--- config.mk ---
export PLATFORM = sky130hd
export DESIGN_NAME = sha256_message_digest
export DESIGN_NICKNAME = d
export VERILOG_FILES = /design/src/sha256_pkg.sv /design/src/sha256_round.sv /design/src/sha256_message_digest.sv
export SDC_FILE = /design/constraint.sdc
export NUM_CORES = 2
export LEC_CHECK = 0
export BUFFER_PORTS_ARGS = -buffer_cell sky130_fd_sc_hd__buf_2
export CORE_ASPECT_RATIO = 1.75
export CORE_MARGIN = 3
export CORE_UTILIZATION = 50
export DETAILED_ROUTE_END_ITERATION = 6
export GPL_ROUTABILITY_DRIVEN = 0
export GPL_TIMING_DRIVEN = 0
export PLACE_DENSITY = 0.65
export SYNTH_ARGS = -nofsm -noshare
export SYNTH_HDL_FRONTEND = slang
export SYNTH_HIERARCHICAL = 1
export SYNTH_SLANG_ARGS = --single-unit
export TNS_END_PERCENT = 100
--- constraint.sdc ---
create_clock -name clk -period 34.1 [get_ports clk]
set_clock_uncertainty 0.2 [all_clocks]
set_input_delay 1.705 -clock clk [delete_from_list [all_inputs] [get_ports clk]]
set_output_delay 1.705 -clock clk [all_outputs]
set_load 0.01 [all_outputs]
--- src/sha256_pkg.sv ---
// ----------------------------------------------------------------------------
// sha256_pkg
// Types, constants and round functions for the SHA-256 digest block.
// ----------------------------------------------------------------------------
package sha256_pkg;

  typedef struct packed {
    logic [7:0] msg_byte;
    logic       has_byte;
    logic       end_of_message;
  } in_item_t;

  typedef struct packed {
    logic [31:0] digest_word;
    logic [2:0]  word_index;
    logic        last_word;
  } out_item_t;

  // control from sequencer to round unit
  typedef struct packed {
    logic init;   // load working vars and schedule from chain/block
    logic step;   // run one round
    logic fold;   // add working vars into chain
    logic reset_chain;
  } rnd_ctl_t;

  localparam logic [31:0] INIT_CHAIN [8] = '{
    32'h6a09e667, 32'hbb67ae85, 32'h3c6ef372, 32'ha54ff53a,
    32'h510e527f, 32'h9b05688c, 32'h1f83d9ab, 32'h5be0cd19};

  localparam logic [31:0] ROUND_K [64] = '{
    32'h428a2f98,32'h71374491,32'hb5c0fbcf,32'he9b5dba5,32'h3956c25b,32'h59f111f1,
    32'h923f82a4,32'hab1c5ed5,32'hd807aa98,32'h12835b01,32'h243185be,32'h550c7dc3,
    32'h72be5d74,32'h80deb1fe,32'h9bdc06a7,32'hc19bf174,32'he49b69c1,32'hefbe4786,
    32'h0fc19dc6,32'h240ca1cc,32'h2de92c6f,32'h4a7484aa,32'h5cb0a9dc,32'h76f988da,
    32'h983e5152,32'ha831c66d,32'hb00327c8,32'hbf597fc7,32'hc6e00bf3,32'hd5a79147,
    32'h06ca6351,32'h14292967,32'h27b70a85,32'h2e1b2138,32'h4d2c6dfc,32'h53380d13,
    32'h650a7354,32'h766a0abb,32'h81c2c92e,32'h92722c85,32'ha2bfe8a1,32'ha81a664b,
    32'hc24b8b70,32'hc76c51a3,32'hd192e819,32'hd6990624,32'hf40e3585,32'h106aa070,
    32'h19a4c116,32'h1e376c08,32'h2748774c,32'h34b0bcb5,32'h391c0cb3,32'h4ed8aa4a,
    32'h5b9cca4f,32'h682e6ff3,32'h748f82ee,32'h78a5636f,32'h84c87814,32'h8cc70208,
    32'h90befffa,32'ha4506ceb,32'hbef9a3f7,32'hc67178f2};

  localparam logic [7:0] PAD_BYTE = 8'h80;

  function automatic logic [31:0] rotr(input logic [31:0] x, input logic [4:0] n);
    rotr = (x >> n) | (x << (6'd32 - {1'b0, n}));
  endfunction

  function automatic logic [31:0] big_s0(input logic [31:0] x);
    big_s0 = rotr(x, 5'd2) ^ rotr(x, 5'd13) ^ rotr(x, 5'd22);
  endfunction

  function automatic logic [31:0] big_s1(input logic [31:0] x);
    big_s1 = rotr(x, 5'd6) ^ rotr(x, 5'd11) ^ rotr(x, 5'd25);
  endfunction

  function automatic logic [31:0] sml_s0(input logic [31:0] x);
    sml_s0 = rotr(x, 5'd7) ^ rotr(x, 5'd18) ^ (x >> 3);
  endfunction

  function automatic logic [31:0] sml_s1(input logic [31:0] x);
    sml_s1 = rotr(x, 5'd17) ^ rotr(x, 5'd19) ^ (x >> 10);
  endfunction

endpackage

--- src/sha256_round.sv ---
// ----------------------------------------------------------------------------
// sha256_round
// One shared SHA-256 round unit: working vars, schedule window, chain words.
// ----------------------------------------------------------------------------
module sha256_round (
  input  logic                  clk,
  input  logic                  rst,
  input  sha256_pkg::rnd_ctl_t  ctl,
  input  logic [5:0]            round,
  input  logic [31:0]           block [16],
  output logic [31:0]           chain [8]
);

  logic [31:0] v [8];
  logic [31:0] w [16];
  logic [31:0] wt;
  logic [31:0] t1;
  logic [31:0] t2;

  // window shifts each round; w[0] is the word for this round
  assign wt = w[0];
  assign t1 = v[7] + sha256_pkg::big_s1(v[4]) + ((v[4] & v[5]) ^ (~v[4] & v[6]))
            + sha256_pkg::ROUND_K[round] + wt;
  assign t2 = sha256_pkg::big_s0(v[0]) + ((v[0] & v[1]) ^ (v[0] & v[2]) ^ (v[1] & v[2]));

  always_ff @(posedge clk) begin
    if (ctl.init) begin
      for (int i = 0; i < 8; i++) v[i] <= chain[i];
      for (int i = 0; i < 16; i++) w[i] <= block[i];
    end else if (ctl.step) begin
      v[7] <= v[6]; v[6] <= v[5]; v[5] <= v[4]; v[4] <= v[3] + t1;
      v[3] <= v[2]; v[2] <= v[1]; v[1] <= v[0]; v[0] <= t1 + t2;
      for (int i = 0; i < 15; i++) w[i] <= w[i+1];
      w[15] <= sha256_pkg::sml_s1(w[14]) + w[9] + sha256_pkg::sml_s0(w[1]) + w[0];
    end
  end

  always_ff @(posedge clk) begin
    if (rst || ctl.reset_chain) begin
      for (int i = 0; i < 8; i++) chain[i] <= sha256_pkg::INIT_CHAIN[i];
    end else if (ctl.fold) begin
      for (int i = 0; i < 8; i++) chain[i] <= chain[i] + v[i];
    end
  end

endmodule

--- src/sha256_message_digest.sv ---
// ----------------------------------------------------------------------------
// sha256_message_digest
// Byte-serial SHA-256: packs bytes, pads, compresses, emits eight words.
// ----------------------------------------------------------------------------
//  channel | handshake           | payload
//  in      | in_valid/in_stall   | sha256_pkg::in_item_t
//  out     | out_valid/out_stall | sha256_pkg::out_item_t
//
// A plain byte is taken while idle; a byte that completes a block adds a compression
// (load, 64 rounds on the shared round unit, fold).
// A final beat adds a pad step plus a compression, twice when
// the pad byte lands at byte 56 or later, then 8 output beats (held by out_stall).
// in_stall is high whenever the sequencer is not idle.
// Synchronous reset restores the initial chain and zero length.
module sha256_message_digest (
  input  logic                   clk,
  input  logic                   rst,
  input  logic                   in_valid,
  output logic                   in_stall,
  input  sha256_pkg::in_item_t   in_data,
  output logic                   out_valid,
  input  logic                   out_stall,
  output sha256_pkg::out_item_t  out_data
);

  localparam logic [2:0] ST_IDLE = 3'd0;
  localparam logic [2:0] ST_INIT = 3'd1;
  localparam logic [2:0] ST_RUN  = 3'd2;
  localparam logic [2:0] ST_FOLD = 3'd3;
  localparam logic [2:0] ST_PAD  = 3'd4;
  localparam logic [2:0] ST_OUT  = 3'd5;

  logic [2:0]  state;
  logic [5:0]  round;
  logic [60:0] count;
  logic        pad_pend;   // padding still to be placed
  logic        pad_done;   // padding placed for this message
  logic        fin;        // current compression is the final one
  logic [31:0] block [16];
  logic [31:0] chain [8];
  logic [2:0]  oidx;
  sha256_pkg::rnd_ctl_t ctl;
  logic        acc;
  logic [5:0]  pos;
  logic [63:0] bits;
  logic        len_here;

  assign in_stall = (state != ST_IDLE);
  assign acc = in_valid && !in_stall;
  assign pos = count[5:0];
  assign bits = {count, 3'b000};
  // length goes in this pad block unless the pad byte spills into a second one
  assign len_here = !pad_pend || (pos < 6'd56);

  assign ctl.init = (state == ST_INIT);
  assign ctl.step = (state == ST_RUN);
  assign ctl.fold = (state == ST_FOLD);
  assign ctl.reset_chain = (state == ST_OUT) && !out_stall && (oidx == 3'd7);

  sha256_round u_round (
    .clk(clk), .rst(rst), .ctl(ctl), .round(round), .block(block), .chain(chain)
  );

  assign out_valid = (state == ST_OUT);
  assign out_data.digest_word = chain[oidx];
  assign out_data.word_index = oidx;
  assign out_data.last_word = (oidx == 3'd7);

  always_ff @(posedge clk) begin
    if (acc && in_data.has_byte) begin
      if (pos[1:0] == 2'd0) begin
        block[pos[5:2]] <= {in_data.msg_byte, 24'd0};
      end else begin
        block[pos[5:2]][(5'd3 - {3'd0, pos[1:0]}) * 8 +: 8] <= in_data.msg_byte;
      end
    end
    if (state == ST_PAD) begin
      for (int i = 0; i < 16; i++) begin
        if (len_here && i == 14) begin
          block[i] <= bits[63:32];
        end else if (len_here && i == 15) begin
          block[i] <= bits[31:0];
        end else if (!pad_pend || 4'(i) > pos[5:2]) begin
          block[i] <= '0;
        end else if (4'(i) == pos[5:2]) begin
          if (pos[1:0] == 2'd0) block[i] <= {sha256_pkg::PAD_BYTE, 24'd0};
          else block[i][(5'd3 - {3'd0, pos[1:0]}) * 8 +: 8] <= sha256_pkg::PAD_BYTE;
        end
      end
    end
  end

  always_ff @(posedge clk) begin
    if (rst) begin
      state <= ST_IDLE;
      round <= '0;
      count <= '0;
      pad_pend <= 1'b0;
      fin <= 1'b0;
      oidx <= '0;
    end else begin
      unique case (state)
        ST_IDLE: begin
          if (acc) begin
            pad_pend <= in_data.end_of_message;
            fin <= 1'b0;
            if (in_data.has_byte) count <= count + 61'd1;
            if (in_data.has_byte && pos == 6'd63) state <= ST_INIT;
            else if (in_data.end_of_message) state <= ST_PAD;
          end
        end
        ST_PAD: begin
          pad_pend <= 1'b0;
          fin <= len_here;
          state <= ST_INIT;
        end
        ST_INIT: begin
          round <= '0;
          state <= ST_RUN;
        end
        ST_RUN: begin
          round <= round + 6'd1;
          if (round == 6'd63) state <= ST_FOLD;
        end
        ST_FOLD: begin
          if (fin) begin
            oidx <= '0;
            state <= ST_OUT;
          end else if (pad_pend || pad_done) begin
            state <= ST_PAD;
          end else begin
            state <= ST_IDLE;
          end
        end
        ST_OUT: begin
          if (!out_stall) begin
            oidx <= oidx + 3'd1;
            if (oidx == 3'd7) begin
              state <= ST_IDLE;
              count <= '0;
            end
          end
        end
        default: state <= ST_IDLE;
      endcase
    end
  end

  always_ff @(posedge clk) begin
    if (rst) pad_done <= 1'b0;
    else if (state == ST_PAD) pad_done <= 1'b1;
    else if (state == ST_IDLE) pad_done <= 1'b0;
  end

endmodule

==> results.sh, run 1 <==
export IMPL_synth_edf_count=768
export IMPL_syn_area_sq_mm=0.0938
export IMPL_yosys_mux_area_fraction_pct=5.67
export IMPL_cts_buffer_depth=4
export IMPL_synth_avg_cell_area_sq_um=9.20
export IMPL_placed_cell_area_sq_mm=0.0976
export IMPL_num_io_pins=52
export IMPL_status="aborted with a tool error"
export IMPL_grt_usage_pct=49.4
export IMPL_tool_error="[ERROR GRT-0116] Global routing finished with congestion. Check the congestion regions in the DRC Viewer."
export IMPL_synth_compound_area_share_pct=16.1
export IMPL_ys_warnings_count=6
export IMPL_cts_hold_buf=0
export IMPL_synthSimpleGateAreaFrac_pct=17.3
export IMPL_ys_ff_latch=1612
export IMPL_synthArstFlopShare_pct=0
export IMPL_die_x_um=333
export IMPL_postSynthCellCount=10200
export IMPL_port_buffers=46
export IMPL_grt_pass1_wl_um=683000
export IMPL_syn_num_nets=10800
export IMPL_post_cts_buffers=0
export IMPL_numCtsBuffers=164
export IMPL_htreeDepth=4
export IMPL_synth_top_family_by_area="simple AND/OR/NAND/NOR gates"
export IMPL_synth_adder_area_share_pct=9.65
export IMPL_root_buffer="clkbuf_16"
export IMPL_cts_resized=0
export IMPL_cts_sinks=1612
export IMPL_grt_overflow_total=121
export IMPL_synth_ff_type="dfxtp_1"
export IMPL_stop_stage="global routing (5_1_grt)"
export IMPL_synth_xor_area_share_pct=5.27
export IMPL_row_count=209
export IMPL_start_util_pct=50.5
export IMPL_die_h_um=579
export IMPL_hpwl_um=342000
export IMPL_ys_seq_area_share_pct=42.6
export IMPL_grt_pass1_vias=91000
export IMPL_grt_max_degree=69
export IMPL_yosysUniqueCellTypes=115
==> logic make-up after synthesis <==
| family | Yosys count |
|---|---|
| and+or+nand+nor | 3815 |
| adders and majority gates | 611 |
| AOI/OAI and AO/OA | 2340 |
| muxes | 408 |
| buffers and inverters | 848 |
| DFF | 1612 |
| xor gates and xnor gates | 565 |
==> metrics by stage <==
stage               std cells  setup WS [ps]  hold slack [ps]
floorplan               10200          22270              210
global placement        12700          15390              226
detailed placement      12700          22320              228
CTS                     13000          22240              245
==> per-layer routing <==
metal	global-route usage, %	overflow
met1	45.9	2
met2	74.8	65
met3	22.7	2
met4	56.9	52
met5	4.68	0
==> Yosys cell counts (all sizes together) (28+ instances only) <==
cell type	number	share of area, %
o31ai	85	0.70
o21ai	556	3.0
buf	82	0.37
mux2i	113	1.2
dfxtp	844	18
nor2b	67	0.45
o21a	74	0.59
o22ai	207	1.4
a211oi	75	0.62
mux2	218	2.6
nor4	31	0.23
xnor2	401	3.7
fa	195	4.2
or3	45	0.30
edfxtp	768	25
a21oi	644	3.5
nand2b	69	0.46
ha	394	5.3
xor2	164	1.5
or4	42	0.34
nand3	156	0.83
nand2	2244	9.0
o211ai	45	0.37
inv	278	1.1
o21bai	43	0.34
nor3	146	0.78
o221a	78	0.94
a31oi	74	0.52
a21o	164	1.3
mux4	77	1.8
nor2	791	3.2
clkbuf	484	1.9
and2	28	0.19
and3	42	0.28
nand4	57	0.42
a22oi	30	0.25
==> run 2: changes to the inputs <==
--- a/config.mk
+++ b/config.mk
@@ -6,13 +6,12 @@
 export NUM_CORES = 2
 export LEC_CHECK = 0
 export BUFFER_PORTS_ARGS = -buffer_cell sky130_fd_sc_hd__buf_2
-export CORE_ASPECT_RATIO = 1.75
 export CORE_MARGIN = 3
-export CORE_UTILIZATION = 50
+export CORE_UTILIZATION = 35
 export DETAILED_ROUTE_END_ITERATION = 6
 export GPL_ROUTABILITY_DRIVEN = 0
 export GPL_TIMING_DRIVEN = 0
-export PLACE_DENSITY = 0.65
+export PLACE_DENSITY_LB_ADDON = 0.15
 export SYNTH_ARGS = -nofsm -noshare
 export SYNTH_HDL_FRONTEND = slang
 export SYNTH_HIERARCHICAL = 1
==> results.sh, run 2 <==
export IMPL_antenna_found_initial=31
export IMPL_root_buffer="clkbuf_16"
export IMPL_final_common_cell="nand2_1"
export IMPL_ys_ff_latch=1612
export IMPL_design_area_sq_mm=0.106
export IMPL_cts_buffer_depth=3
export IMPL_cts_resized=0
export IMPL_tightest_slew_ps=1580
export IMPL_fin_hold_ws_ps=232
export IMPL_rsz0062_at_grt="false"
export IMPL_reg2reg_depth=38
export IMPL_syn_area_sq_mm=0.0938
export IMPL_grt_usage_pct=31.1
export IMPL_htreeDepth=4
export IMPL_p_per_area_mw_per_mm2=64.9
export IMPL_grt_overflow_total=0
export IMPL_avgViaCountPerCell=5.98
export IMPL_fin_nets=11100
export IMPL_drc=0
export IMPL_synth_most_common_cell="nand2_1"
export IMPL_rr_startpoint="round[1]$_SDFFE_PP0P_"
export IMPL_post_cts_buffers=0
export IMPL_max_cap_violations=11
export IMPL_fillers=26700
export IMPL_numPlacedInstances=13800
export IMPL_ys_seq_area_share_pct=42.6
export IMPL_worstSetupPathType="reg2reg"
export IMPL_cts_tree="yes"
export IMPL_drt_initial_drc_count=11300
export IMPL_worstPathMaxFanout=13
export IMPL_grt_max_degree=68
export IMPL_drive_gt1_share_pct=8.44
export IMPL_fin_tns_setup_ps=0
export IMPL_syn_to_final_growth_pct=12.8
export IMPL_cp_arrival_ps=13130
export IMPL_violations="max-capacitance violations, max-slew violations"
export IMPL_synthArstFlopShare_pct=0
export IMPL_grt_pass1_vias=79500
export IMPL_stdcell_count=14200
export IMPL_finalHoldViolations=0
export IMPL_largestRegisters="block: 512 flops, u_round/w: 512 flops"
export IMPL_finalSetupViolCount=0
export IMPL_cts_hold_buf=0
export IMPL_yosysUniqueCellTypes=115
export IMPL_die_area_sq_mm=0.274
export IMPL_drt_total_wl_um=440000
export IMPL_synthTopCellsByArea="edfxtp_1, dfxtp_1, nand2_1"
export IMPL_fp_coreArea_sq_mm=0.266
export IMPL_num_io_pins=52
export IMPL_layout_common_cells="nand2_1, dfxtp_1, nor2_1, edfxtp_1, a21oi_1"
export IMPL_layout_min_cycle_time_ps=12760
export IMPL_fmax_mhz=78.3
export IMPL_ir_drop_mv=0.0654
export IMPL_slowest_delay_ps=770
export IMPL_grt_pass1_wl_um=606000
export IMPL_end_kind="flip-flop"
export IMPL_min_period_over_period_pct=37.4
export IMPL_routedWlPerCell_um=31.0
export IMPL_synth_edf_count=768
export IMPL_syn_num_nets=10800
export IMPL_status="complete, but fails checks"
export IMPL_vias=84800
export IMPL_numCtsBuffers=189
export IMPL_postSynthCellCount=10200
export IMPL_hpwl_um=337000
export IMPL_ys_top_cells_by_count="nand2_1, dfxtp_1, nor2_1"
export IMPL_hold_end="block[57]$_DFF_P_"
export IMPL_hp_start="block[57]$_DFF_P_"
export IMPL_clock_latency_ps=890
export IMPL_r2r_end="u_round/v[0][29]$_DFFE_PP_"
export IMPL_fin_util_pct=39.8
export IMPL_dr_pass1_iters=7
export IMPL_die_x_um=524
export IMPL_slew_viol_final=87
export IMPL_required_ps=34470
export IMPL_die_h_um=524
export IMPL_ant_nets=0
export IMPL_cts_sinks=1612
export IMPL_holdPathStages=2
export IMPL_synth_top_area_cell="edfxtp_1"
export IMPL_synth_avg_cell_area_sq_um=9.20
export IMPL_ys_warnings_count=6
export IMPL_crit_slowest_cell="nor2b_1"
export IMPL_hold_class="reg2reg"
export IMPL_cellLeakagePower_uw=0.0402
export IMPL_r2r_setup_slack_ps=21340
export IMPL_relSlewSlack_pct=-5.10
export IMPL_synth_ff_type="dfxtp_1"
export IMPL_placed_cell_area_sq_mm=0.0991
export IMPL_synth_top_area_share_pct=24.6
export IMPL_worstSetupStartpointType="flip-flop"
export IMPL_clk_pin_slew_ps=60
export IMPL_row_count=189
export IMPL_port_buffers=46
export IMPL_critPathMostFrequentCell="a21oi_1"
export IMPL_start_util_pct=35.3
==> run 2: cell counts after synthesis <==
No cell type changed its count.
==> run 2: worst max path at each step <==
| stage | end | startpoint | cells past startpoint |
|---|---|---|---|
| after floorplan | u_round/v[0][0]$_DFFE_PP_ | state[0]$_SDFFE_PP0P_ | 7 |
| final | u_round/v[0][29]$_DFFE_PP_ | round[1]$_SDFFE_PP0P_ | 38 |
| after detailed placement | u_round/v[0][29]$_DFFE_PP_ | round[1]$_SDFFE_PP0P_ | 38 |
| after global routing | u_round/v[0][29]$_DFFE_PP_ | round[1]$_SDFFE_PP0P_ | 38 |
| after CTS | u_round/v[0][29]$_DFFE_PP_ | round[1]$_SDFFE_PP0P_ | 38 |
| after global placement | u_round/w[5][24]$_DFFE_PP_ | state[0]$_SDFFE_PP0P_ | 7 |
==> run 2: logic make-up after synthesis <==
family | synth area share, %
DFF | 42.6
xor gates and xnor gates | 5.27
muxes | 5.67
and+or+nand+nor | 17.3
buffers and inverters | 3.44
adders and majority gates | 9.65
AOI/OAI and AO/OA | 16.1
==> run 2: report_power, final <==
group / leakage [uW] / internal, uW / switching [uW]
registers: 0.0138 / 2110 / 61.6
logic: 0.0233 / 923 / 1620
clock network: 0.00319 / 1230 / 919
total: 0.0402 / 4260 / 2600
==> run 2: per-stage QoR <==
stage / setup WS, ps / power [uW]
final: 21340 / 6860
after global routing: 20990 / 7170
after detailed placement: 21870 / 4690
after floorplan: 22270 / 3910
after global placement: 15130 / 4700
after CTS: 21810 / 6840
==> run 2: layout make-up <==
class                      instances  area [sq um]  area share, %
antenna                           22          55.1         0.0520
tap                             3533          4420           4.18
clock buffer                     268          5350           5.05
clock inverter                    90          1190           1.12
timing repair buffer              77           847          0.801
multi-input combinational       7739         50700           47.9
inverter                         282          1060           1.00
sequential                      1612         40000           37.8
buffer                           566          2210           2.09
==> run 2: metal layers <==
layer | GRT usage (%) | routed length [um] | up-vias
met1 | 38.6 | 169000 | 41500
li1 | - | - | 36800
met2 | 47.8 | 191000 | 5025
met5 | 0 | 24 | -
met3 | 6.41 | 40500 | 1455
met4 | 22.7 | 39900 | 4
==> run 2: critical path, delay by kind of cell (launching register included) <==
| family | cells | cell delay (ps) |
|---|---|---|
| compound gates | 18 | 4650 |
| fa+ha+maj | 7 | 3080 |
| buf+inv | 7 | 1930 |
| simple gates | 4 | 1200 |
| xor+xnor | 2 | 780 |
| flops | 1 | 550 |
Power figures use the tool's default switching activity.
